[config.mk]
export PLATFORM = sky130hd
export DESIGN_NAME = grid_dfs_spanning_tree
export DESIGN_NICKNAME = d
export VERILOG_FILES = /design/src/rtl/core/gdst_pkg.sv /design/src/rtl/core/gdst_ram.sv /design/src/rtl/core/gdst_step.sv /design/src/rtl/core/gdst_ctrl.sv /design/src/rtl/core/grid_dfs_spanning_tree.sv
export VERILOG_INCLUDE_DIRS = /design/src /design/src/rtl/core
export SDC_FILE = /design/constraint.sdc
export NUM_CORES = 1
export LEC_CHECK = 0
export ABC_AREA = 1
export BUFFER_PORTS_ARGS = -buffer_cell sky130_fd_sc_hd__buf_2
export CAP_MARGIN = 15
export CORE_ASPECT_RATIO = 1.25
export CORE_UTILIZATION = 35
export DETAILED_ROUTE_END_ITERATION = 12
export GPL_ROUTABILITY_DRIVEN = 0
export GPL_TIMING_DRIVEN = 0
export MAX_ROUTING_LAYER = met4
export PLACE_DENSITY = 0.56
export SLEW_MARGIN = 10
export SYNTH_ARGS = -nofsm -noshare
export SYNTH_HDL_FRONTEND = slang
export SYNTH_SLANG_ARGS = --single-unit
[constraint.sdc]
create_clock -name clk_i -period 15.9 [get_ports clk_i]
set_input_delay 2.385 -clock clk_i [delete_from_list [all_inputs] [get_ports clk_i]]
set_output_delay 2.385 -clock clk_i [all_outputs]
set_load 0.01 [all_outputs]
[src/rtl/core/grid_dfs_spanning_tree_macros.svh]
// assertion macros shared by the grid walker rtl
`ifndef GRID_DFS_SPANNING_TREE_MACROS_SVH
`define GRID_DFS_SPANNING_TREE_MACROS_SVH

// same-cycle implication, sampled on clk_i, off during reset
`define GDST_ASSERT_IMPL(name, pre, post) \
  name: assert property (@(posedge clk_i) disable iff (!rst_ni) (pre) |-> (post)) \
    else $error("gdst: same-cycle check failed");

// next-cycle implication, sampled on clk_i, off during reset
`define GDST_ASSERT_NEXT(name, pre, post) \
  name: assert property (@(posedge clk_i) disable iff (!rst_ni) (pre) |=> (post)) \
    else $error("gdst: next-cycle check failed");

`endif

[src/rtl/core/gdst_pkg.sv]
// shared types and constants of the grid depth-first walker
package gdst_pkg;

  localparam int DefMaxWidth   = 8;
  localparam int DefMaxHeight  = 8;
  localparam int DefStackDepth = 64;

  // at most this many edges per walk
  localparam int ResultLimit = 63;
  localparam int CountW      = 6;

  localparam int CfgW     = 4;
  localparam int ApbDataW = 32;
  localparam int ApbAddrW = 3;

  localparam logic [CfgW-1:0] ResetGridWidth  = 4'd8;
  localparam logic [CfgW-1:0] ResetGridHeight = 4'd8;

  // register index, taken from paddr[2]
  localparam logic RegGridWidth  = 1'b0;
  localparam logic RegGridHeight = 1'b1;

  localparam logic [1:0] DirUp    = 2'd0;
  localparam logic [1:0] DirLeft  = 2'd1;
  localparam logic [1:0] DirDown  = 2'd2;
  localparam logic [1:0] DirRight = 2'd3;

  localparam logic [1:0] StatusEdge    = 2'd0;
  localparam logic [1:0] StatusSingle  = 2'd1;
  localparam logic [1:0] StatusOutside = 2'd2;

  typedef struct packed {
    logic [2:0] start_x;
    logic [2:0] start_y;
  } in_item_t;

  typedef struct packed {
    logic [2:0] cell_x;
    logic [2:0] cell_y;
    logic [1:0] move_dir;
    logic [1:0] status;
    logic       last;
  } out_item_t;

endpackage

[src/rtl/core/gdst_ram.sv]
// generic single-write, single-read ram with registered read data
module gdst_ram #(
  parameter int  WIDTH = 8,
  parameter int  DEPTH = 64,
  localparam int AddrW = $clog2(DEPTH)
) (
  input  logic             clk_i,
  input  logic             we_i,
  input  logic [AddrW-1:0] waddr_i,
  input  logic [WIDTH-1:0] wdata_i,
  input  logic [AddrW-1:0] raddr_i,
  output logic [WIDTH-1:0] rdata_o
);

  logic [WIDTH-1:0] mem_q [DEPTH];
  logic [WIDTH-1:0] rdata_q;

  always_ff @(posedge clk_i) begin
    if (we_i) begin
      mem_q[waddr_i] <= wdata_i;
    end
    rdata_q <= mem_q[raddr_i];
  end

  assign rdata_o = rdata_q;

endmodule

[src/rtl/core/gdst_step.sv]
// neighbor probe unit: one direction per call, one add and one bound compare
module gdst_step #(
  parameter int  MAX_WIDTH  = 8,
  parameter int  MAX_HEIGHT = 8,
  localparam int CoordXW    = $clog2(MAX_WIDTH),
  localparam int CoordYW    = $clog2(MAX_HEIGHT),
  localparam int DimXW      = $clog2(MAX_WIDTH + 1),
  localparam int DimYW      = $clog2(MAX_HEIGHT + 1),
  localparam int Cells      = MAX_WIDTH * MAX_HEIGHT,
  localparam int IdxW       = $clog2(Cells)
) (
  input  logic [CoordXW-1:0] cur_x_i,
  input  logic [CoordYW-1:0] cur_y_i,
  input  logic [1:0]         dir_i,
  input  logic [DimXW-1:0]   dim_x_i,
  input  logic [DimYW-1:0]   dim_y_i,
  input  logic [Cells-1:0]   visited_i,
  output logic               hit_o,
  output logic [CoordXW-1:0] nx_o,
  output logic [CoordYW-1:0] ny_o,
  output logic [IdxW-1:0]    nidx_o
);
  import gdst_pkg::*;

  localparam int AxW = ((DimXW > DimYW) ? DimXW : DimYW) + 1;

  logic           vert;
  logic           inc;
  logic [AxW-1:0] axis;
  logic [AxW-1:0] lim;
  logic [AxW-1:0] sum;
  logic           in_grid;

  always_comb begin
    vert = (dir_i == DirUp) || (dir_i == DirDown);
    inc  = (dir_i == DirDown) || (dir_i == DirRight);
    axis = vert ? AxW'(cur_y_i) : AxW'(cur_x_i);
    lim  = vert ? AxW'(dim_y_i) : AxW'(dim_x_i);
    // minus one is an add of all ones; underflow shows in the top bit
    sum     = axis + (inc ? AxW'(1) : {AxW{1'b1}});
    in_grid = !sum[AxW-1] && (sum < lim);
    nx_o    = vert ? cur_x_i : sum[CoordXW-1:0];
    ny_o    = vert ? sum[CoordYW-1:0] : cur_y_i;
    nidx_o  = IdxW'(int'(ny_o) * MAX_WIDTH + int'(nx_o));
    hit_o   = in_grid && !visited_i[nidx_o];
  end

endmodule

[src/rtl/core/gdst_ctrl.sv]
// walk sequencer: visited map, coordinate stack, pending edge
module gdst_ctrl #(
  parameter int  MAX_WIDTH   = 8,
  parameter int  MAX_HEIGHT  = 8,
  parameter int  STACK_DEPTH = 64,
  localparam int CoordXW     = $clog2(MAX_WIDTH),
  localparam int CoordYW     = $clog2(MAX_HEIGHT),
  localparam int DimXW       = $clog2(MAX_WIDTH + 1),
  localparam int DimYW       = $clog2(MAX_HEIGHT + 1)
) (
  input  logic                clk_i,
  input  logic                rst_ni,
  input  logic                start_i,
  input  gdst_pkg::in_item_t  start_item_i,
  input  logic [DimXW-1:0]    dim_x_i,
  input  logic [DimYW-1:0]    dim_y_i,
  input  logic                out_free_i,
  output logic                busy_o,
  output logic                emit_valid_o,
  output gdst_pkg::out_item_t emit_item_o
);
  import gdst_pkg::*;

  localparam int Cells = MAX_WIDTH * MAX_HEIGHT;
  localparam int IdxW  = $clog2(Cells);
  localparam int TotW  = $clog2(Cells + 1);
  localparam int StW   = $clog2(STACK_DEPTH + 1);
  localparam int SaW   = $clog2(STACK_DEPTH);
  localparam int EntW  = CoordXW + CoordYW;

  typedef enum logic [1:0] {
    StIdle,
    StProbe,
    StPopWait,
    StFinal
  } state_e;

  state_e             state_q, state_d;
  logic [1:0]         dir_q, dir_d;
  logic [CoordXW-1:0] cur_x_q, cur_x_d;
  logic [CoordYW-1:0] cur_y_q, cur_y_d;
  logic [Cells-1:0]   visited_q, visited_d;
  logic [StW-1:0]     top_q, top_d;
  logic [TotW-1:0]    visit_q, visit_d;
  logic [TotW-1:0]    total_q, total_d;
  logic [CountW-1:0]  edges_q, edges_d;
  logic               pend_valid_q, pend_valid_d;
  out_item_t          pend_q, pend_d;

  logic               hit;
  logic [CoordXW-1:0] nx;
  logic [CoordYW-1:0] ny;
  logic [IdxW-1:0]    nidx;
  logic [IdxW-1:0]    sidx;
  logic               outside;
  logic [StW-1:0]     pop_top;

  logic               ram_we;
  logic [SaW-1:0]     ram_waddr;
  logic [EntW-1:0]    ram_wdata;
  logic [SaW-1:0]     ram_raddr;
  logic [EntW-1:0]    ram_rdata;

  gdst_step #(
    .MAX_WIDTH (MAX_WIDTH),
    .MAX_HEIGHT(MAX_HEIGHT)
  ) u_step (
    .cur_x_i  (cur_x_q),
    .cur_y_i  (cur_y_q),
    .dir_i    (dir_q),
    .dim_x_i  (dim_x_i),
    .dim_y_i  (dim_y_i),
    .visited_i(visited_q),
    .hit_o    (hit),
    .nx_o     (nx),
    .ny_o     (ny),
    .nidx_o   (nidx)
  );

  gdst_ram #(
    .WIDTH(EntW),
    .DEPTH(STACK_DEPTH)
  ) u_stack (
    .clk_i  (clk_i),
    .we_i   (ram_we),
    .waddr_i(ram_waddr),
    .wdata_i(ram_wdata),
    .raddr_i(ram_raddr),
    .rdata_o(ram_rdata)
  );

  always_comb begin
    state_d      = state_q;
    dir_d        = dir_q;
    cur_x_d      = cur_x_q;
    cur_y_d      = cur_y_q;
    visited_d    = visited_q;
    top_d        = top_q;
    visit_d      = visit_q;
    total_d      = total_q;
    edges_d      = edges_q;
    pend_valid_d = pend_valid_q;
    pend_d       = pend_q;
    ram_we       = 1'b0;
    ram_waddr    = top_q[SaW-1:0];
    ram_wdata    = {ny, nx};
    ram_raddr    = '0;
    emit_valid_o = 1'b0;
    emit_item_o  = pend_q;
    pop_top      = (top_q != '0) ? top_q - StW'(1) : '0;
    outside      = (int'(start_item_i.start_x) >= int'(dim_x_i)) ||
                   (int'(start_item_i.start_y) >= int'(dim_y_i));
    sidx         = IdxW'(int'(CoordYW'(start_item_i.start_y)) * MAX_WIDTH +
                         int'(CoordXW'(start_item_i.start_x)));

    unique case (state_q)
      StIdle: begin
        if (start_i) begin
          visited_d    = '0;
          top_d        = '0;
          visit_d      = '0;
          edges_d      = '0;
          pend_valid_d = 1'b0;
          dir_d        = DirUp;
          total_d      = TotW'(dim_x_i) * TotW'(dim_y_i);
          if (outside) begin
            cur_x_d = '0;
            cur_y_d = '0;
            pend_d  = '{cell_x: 3'd0, cell_y: 3'd0, move_dir: DirUp,
                        status: StatusOutside, last: 1'b1};
            state_d = StFinal;
          end else begin
            cur_x_d         = CoordXW'(start_item_i.start_x);
            cur_y_d         = CoordYW'(start_item_i.start_y);
            visited_d[sidx] = 1'b1;
            ram_we          = 1'b1;
            ram_waddr       = '0;
            ram_wdata       = {CoordYW'(start_item_i.start_y),
                               CoordXW'(start_item_i.start_x)};
            top_d           = StW'(1);
            visit_d         = TotW'(1);
            if ((dim_x_i == DimXW'(1)) && (dim_y_i == DimYW'(1))) begin
              pend_d  = '{cell_x: start_item_i.start_x, cell_y: start_item_i.start_y,
                          move_dir: DirUp, status: StatusSingle, last: 1'b1};
              state_d = StFinal;
            end else begin
              state_d = StProbe;
            end
          end
        end
      end

      StProbe: begin
        if (!((visit_q < total_q) && (edges_q < CountW'(ResultLimit)))) begin
          state_d = StFinal;
        end else if (hit) begin
          // the previous edge leaves first; hold here while it cannot
          if (!pend_valid_q || out_free_i) begin
            emit_valid_o    = pend_valid_q;
            cur_x_d         = nx;
            cur_y_d         = ny;
            visited_d[nidx] = 1'b1;
            if (top_q < StW'(STACK_DEPTH)) begin
              ram_we = 1'b1;
              top_d  = top_q + StW'(1);
            end
            visit_d      = visit_q + TotW'(1);
            edges_d      = edges_q + CountW'(1);
            pend_d       = '{cell_x: 3'(nx), cell_y: 3'(ny), move_dir: dir_q,
                             status: StatusEdge, last: 1'b0};
            pend_valid_d = 1'b1;
            dir_d        = DirUp;
          end
        end else if (dir_q != DirRight) begin
          dir_d = dir_q + 2'd1;
        end else begin
          // dead end: pop and resume at the new top
          top_d = pop_top;
          dir_d = DirUp;
          if (pop_top == '0) begin
            state_d = StFinal;
          end else begin
            ram_raddr = SaW'(pop_top - StW'(1));
            state_d   = StPopWait;
          end
        end
      end

      StPopWait: begin
        cur_x_d = ram_rdata[CoordXW-1:0];
        cur_y_d = ram_rdata[CoordXW +: CoordYW];
        state_d = StProbe;
      end

      StFinal: begin
        emit_item_o.last = 1'b1;
        if (out_free_i) begin
          emit_valid_o = 1'b1;
          pend_valid_d = 1'b0;
          state_d      = StIdle;
        end
      end

      default: begin
        state_d = StIdle;
      end
    endcase
  end

  assign busy_o = (state_q != StIdle);

  always_ff @(posedge clk_i or negedge rst_ni) begin
    if (!rst_ni) begin
      state_q      <= StIdle;
      dir_q        <= DirUp;
      cur_x_q      <= '0;
      cur_y_q      <= '0;
      visited_q    <= '0;
      top_q        <= '0;
      visit_q      <= '0;
      total_q      <= '0;
      edges_q      <= '0;
      pend_valid_q <= 1'b0;
    end else begin
      state_q      <= state_d;
      dir_q        <= dir_d;
      cur_x_q      <= cur_x_d;
      cur_y_q      <= cur_y_d;
      visited_q    <= visited_d;
      top_q        <= top_d;
      visit_q      <= visit_d;
      total_q      <= total_d;
      edges_q      <= edges_d;
      pend_valid_q <= pend_valid_d;
    end
  end

  always_ff @(posedge clk_i) begin
    pend_q <= pend_d;
  end

endmodule

[src/rtl/core/grid_dfs_spanning_tree.sv]
// top level of the grid depth-first spanning tree walker
//
//   channel   direction  handshake                    payload
//   in        input      in_valid_i / in_stall_o      in_data_i  (start cell)
//   out       output     out_valid_o / out_stall_i    out_data_o (one tree edge)
//   cfg       input      psel/penable/pwrite/pready   grid_width @0, grid_height @4
//
// a fault or single-cell start goes straight to the final state; a walk probes up,
// left, down and right in turn through the single neighbor probe unit (one direction
// a cycle unless the walk is held), and a dead end pops the stack and waits on the
// registered read of the stack ram before probing resumes.
// reset sets an 8 by 8 grid and clears the walk state; in_stall_o rises after an
// accepted start beat and stays high until its final edge is loaded into the output
// register, and the walk holds while an earlier edge waits there under out_stall_i.
`include "grid_dfs_spanning_tree_macros.svh"

module grid_dfs_spanning_tree #(
  parameter int MAX_WIDTH   = gdst_pkg::DefMaxWidth,
  parameter int MAX_HEIGHT  = gdst_pkg::DefMaxHeight,
  parameter int STACK_DEPTH = gdst_pkg::DefStackDepth
) (
  input  logic                              clk_i,
  input  logic                              rst_ni,
  input  logic                              in_valid_i,
  output logic                              in_stall_o,
  input  gdst_pkg::in_item_t                in_data_i,
  output logic                              out_valid_o,
  input  logic                              out_stall_i,
  output gdst_pkg::out_item_t               out_data_o,
  input  logic                              psel,
  input  logic                              penable,
  input  logic                              pwrite,
  input  logic [gdst_pkg::ApbAddrW-1:0]     paddr,
  input  logic [gdst_pkg::ApbDataW-1:0]     pwdata,
  output logic [gdst_pkg::ApbDataW-1:0]     prdata,
  output logic                              pready
);
  import gdst_pkg::*;

  localparam int DimXW = $clog2(MAX_WIDTH + 1);
  localparam int DimYW = $clog2(MAX_HEIGHT + 1);

  logic [CfgW-1:0]  cfg_w_q;
  logic [CfgW-1:0]  cfg_h_q;
  logic [CfgW-1:0]  rd_val;
  logic             cfg_we;
  logic [DimXW-1:0] dim_x;
  logic [DimYW-1:0] dim_y;

  logic             in_accept;
  logic             out_free;
  logic             busy;
  logic             emit_valid;
  out_item_t        emit_item;
  logic             out_valid_q;
  out_item_t        out_q;

  logic             out_fault;
  logic             out_outside;
  logic             outside_zero;

  assign pready = 1'b1;
  assign cfg_we = psel && penable && pwrite;

  always_ff @(posedge clk_i or negedge rst_ni) begin
    if (!rst_ni) begin
      cfg_w_q <= ResetGridWidth;
      cfg_h_q <= ResetGridHeight;
    end else if (cfg_we) begin
      unique case (paddr[2])
        RegGridWidth:  cfg_w_q <= pwdata[CfgW-1:0];
        RegGridHeight: cfg_h_q <= pwdata[CfgW-1:0];
        default:       cfg_w_q <= cfg_w_q;
      endcase
    end
  end

  always_comb begin
    unique case (paddr[2])
      RegGridWidth:  rd_val = cfg_w_q;
      RegGridHeight: rd_val = cfg_h_q;
      default:       rd_val = '0;
    endcase
    prdata = {{(ApbDataW - CfgW){1'b0}}, rd_val};
  end

  // zero acts as one, values past the maximum saturate
  always_comb begin
    if (cfg_w_q == '0) begin
      dim_x = DimXW'(1);
    end else if (int'(cfg_w_q) > MAX_WIDTH) begin
      dim_x = DimXW'(MAX_WIDTH);
    end else begin
      dim_x = DimXW'(cfg_w_q);
    end
    if (cfg_h_q == '0) begin
      dim_y = DimYW'(1);
    end else if (int'(cfg_h_q) > MAX_HEIGHT) begin
      dim_y = DimYW'(MAX_HEIGHT);
    end else begin
      dim_y = DimYW'(cfg_h_q);
    end
  end

  assign in_stall_o = busy;
  assign in_accept  = in_valid_i && !in_stall_o;
  assign out_free   = !out_valid_q || !out_stall_i;

  gdst_ctrl #(
    .MAX_WIDTH  (MAX_WIDTH),
    .MAX_HEIGHT (MAX_HEIGHT),
    .STACK_DEPTH(STACK_DEPTH)
  ) u_ctrl (
    .clk_i       (clk_i),
    .rst_ni      (rst_ni),
    .start_i     (in_accept),
    .start_item_i(in_data_i),
    .dim_x_i     (dim_x),
    .dim_y_i     (dim_y),
    .out_free_i  (out_free),
    .busy_o      (busy),
    .emit_valid_o(emit_valid),
    .emit_item_o (emit_item)
  );

  // output register parts the walk from the consumer
  always_ff @(posedge clk_i or negedge rst_ni) begin
    if (!rst_ni) begin
      out_valid_q <= 1'b0;
    end else if (emit_valid) begin
      out_valid_q <= 1'b1;
    end else if (!out_stall_i) begin
      out_valid_q <= 1'b0;
    end
  end

  always_ff @(posedge clk_i) begin
    if (emit_valid) begin
      out_q <= emit_item;
    end
  end

  assign out_valid_o = out_valid_q;
  assign out_data_o  = out_q;

  assign out_fault    = out_valid_o && (out_data_o.status != StatusEdge);
  assign out_outside  = out_valid_o && (out_data_o.status == StatusOutside);
  assign outside_zero = (out_data_o.cell_x == 3'd0) && (out_data_o.cell_y == 3'd0) &&
                        (out_data_o.move_dir == DirUp);

  `GDST_ASSERT_NEXT(a_busy_after_start, in_accept, in_stall_o)
  `GDST_ASSERT_IMPL(a_fault_is_last, out_fault, out_data_o.last)
  `GDST_ASSERT_IMPL(a_outside_zero, out_outside, outside_zero)

endmodule

==> results.ini <==
[sta]
tightest_slew_ps = 1130
post-route-min-period_ps = 7280
hold_viol_final = 0
finalCritPeriodShare = 0.458
grt_setup_unrepaired = false
slew_viol_final = 0
max_freq_mhz = 137
fin_skew_ps = 34.9
fin_ws_ps = 8620
maxSlewHeadroom = 0.242
setup_viol = 0
finalSetupTns_ps = 0

[global_route]
gr-total-overflow = 0
grt_usage = 0.228
grt_pass1_vias = 21200
grt_pass1_wl_um = 130000
grt_max_degree = 61
antenna_found_initial = 0

[setup_path]
crit_required_ps = 16150
startpoint_type = primary input
worstSetupPathType = in2reg
reg2reg_from = u_ctrl.dir_q[0]
r2r_slack_ps = 9370
critPathCaptureType = flip-flop
arrival_ps = 7520
cp_max_fo = 10
r2r_cells = 22
regToRegEndpoint = u_ctrl.u_stack.mem_q[19][3]

[yosys]
ys.flop_type = edfxtp_1
ys_warn_count = 0
syn_area_um2 = 27000
synth.avg_cell_area_um2 = 9.00
synth_area_leaders = edfxtp_1, dfrtp_1, nand2_1
ys_async_sr_fraction = 0.212
yosys.area.top_type_share = 0.451
yosysMostFrequentCell = nand2_1
netlist_instances = 3006
ys_seq_elements = 523
synth.largest_area_cell = edfxtp_1
synth-edff-count = 406
seq_area_frac_synth = 0.558
synth_commonest_cells = nand2_1, inv_1, nand3_1, edfxtp_1, nand4_1
synth_cell_types = 52

[clock_network]
htree_levels = 2
clk_latency_ps = 640
cts_sinks = 523
post_cts_buffers = 0
cts_tree = built
cts_buffer_depth = 3
hold_buffers = 0
cts.clk_slew.worst_paths_ps = 60
cts_resized = 0
root_buffer = clkbuf_16
numCtsBuffers = 54

[route]
dr.pass1.iters = 6
drc = 0
routed_wl_um = 87700
route.vias.total = 21900
ant_nets = 0
viasPerCell = 5.27
routedWlPerCell_um = 21.1
dr.first_iter.drc_count = 2091

[worst_hold_path]
min_from = u_ctrl.emit_item_o[8]
hold_path.class = reg2reg
holdPathEnd = out_data_o[8]
holdPathStages = 0

[cells_and_area]
fill_cells = 7512
antenna_cells = 0
fin_cells = 4155
nets = 3231
multiInputGateArea_um2 = 9090
fin_util = 0.403
final_layout_size_suffix_gt1_frac = 0.0922
area_growth_pct = 13.6
final-seq-area_um2 = 15100

[power_and_ir_drop]
p_leak_nw = 13.2
pwr_density_cell_nw_per_um2 = 200
ir_worst_vdd_mv = 0.159

[floorplanning]
pin_count = 94
fp.dieH_um = 313
dieWidth_um = 251
num_rows = 113
core_area_um2 = 76200
die-area_um2 = 78400
start_util = 0.355

[placement]
port_buffers = 32
dpl.cell_count = 4055
place_ws_ps = 8150
hpwl_um = 63000

[run_status]
status = finished clean

[run]
max_cap_violations = 0

## flip-flops by register name, indices dropped and copies added (netlist names)
name	count
u_ctrl.u_stack.mem_q	384
u_ctrl.visited_q	64
out_data_o	11
u_ctrl.emit_item_o	10
u_ctrl.top_q	7
u_ctrl.total_q	7
u_ctrl.visit_q	7
u_ctrl.edges_q	6
u_ctrl.u_stack.rdata_o	6
cfg_h_q	4
cfg_w_q	4
u_ctrl.cur_x_q	3
u_ctrl.cur_y_q	3
u_ctrl.dir_q	2
u_ctrl.state_q	2
out_valid_o	1
u_ctrl.pend_q	1
u_ctrl.pend_valid_q	1
## worst max path at each step
stage | start | cells after the start | slack, ps | end
after floorplan | in_data_i[3] | 12 | 8730 | u_ctrl.u_stack.mem_q[0][0]
after global placement | in_data_i[3] | 12 | 2570 | u_ctrl.u_stack.mem_q[45][2]
after detailed placement | in_data_i[3] | 15 | 8150 | u_ctrl.u_stack.mem_q[19][0]
after CTS | in_data_i[3] | 15 | 8800 | u_ctrl.u_stack.mem_q[19][3]
after global routing | in_data_i[3] | 15 | 8350 | u_ctrl.u_stack.mem_q[27][4]
final | in_data_i[3] | 15 | 8620 | u_ctrl.u_stack.mem_q[19][3]
## layer usage
layer / global-route usage / share of wire
met1: 0.264 / 0.38
met2: 0.387 / 0.49
met3: 0.0291 / 0.067
met4: 0.115 / 0.056
met5: - / 0
## cell families (layout without fill, tap and decap cells)
family / Yosys count / after routing / synth area share
other: 2 / 29 / 0.000278
and+or+nand+nor: 1389 / 1389 / 0.237
AOI/OAI and AO/OA: 303 / 303 / 0.0630
DFF: 523 / 523 / 0.558
adders and majority gates: 48 / 48 / 0.0236
xor gates and xnor gates: 19 / 19 / 0.00615
buffers and inverters: 722 / 867 / 0.112
## where the power goes
| group | switching, mW | total, mW | leakage, nW | internal [mW] |
|---|---|---|---|---|
| logic | 2.13 | 2.81 | 7.11 | 0.687 |
| clock network | 0.565 | 1.32 | 0.884 | 0.753 |
| registers | 0.0631 | 2.00 | 5.23 | 1.94 |
## cell usage in the layout, fill, tap and decap left out, types with 5 or more instances in the layout
cell and instances:
nor2_2 6, clkbuf_16 55, buf_12 7, nand2_2 7, nand3_1 414, conb_1 29
edfxtp_1 406, dfxtp_1 6, o2111ai_1 5, buf_4 56, xor2_1 14, clkbuf_1 81
buf_16 6, inv_2 7, o21ai_4 7, nor3_1 18, nand4_1 192, dfrtp_1 109
fa_1 5, o21ai_1 16, o21ai_0 113, clkinv_2 11, o21bai_1 5, nor2_4 6
nor2_1 140, buf_2 90, ha_1 43, buf_1 8, a21oi_1 72, inv_1 519
buf_6 7, o22ai_1 60, nand2_1 590, o211ai_1 5, bufinv_16 6, xnor2_1 5
## critical path: stages
cell and delay [ps]:
clkbuf_1 340, inv_1 250, ha_1 340, inv_1 50, a21boi_0 60, o21ai_0 170
a21oi_1 90, nor2_1 660, inv_1 200, nor2_1 680, inv_1 290, nand2_2 230
nand4_1 580, or2_1 620, nor2_1 580
## per-stage QoR
stage	hold WS (ps)	power, mW	cell area, um^2
6_report	419	6.13	30700
5_1_grt	427	6.39	30700
4_1_cts	422	6.12	30700
3_5_place_dp	406	4.81	28900
3_3_place_gp	403	4.76	28500
2_1_floorplan	400	3.61	27200
## final cells by class
class / instances / area share
buffer: 196 / 0.0347
clock buffer: 72 / 0.0478
clock inverter: 27 / 0.0109
inverter: 526 / 0.0643
multi-input combinational: 1788 / 0.296
sequential: 523 / 0.491
tap: 977 / 0.0398
timing repair buffer: 46 / 0.0156
Note: power is estimated with default switching activity, not from simulation.
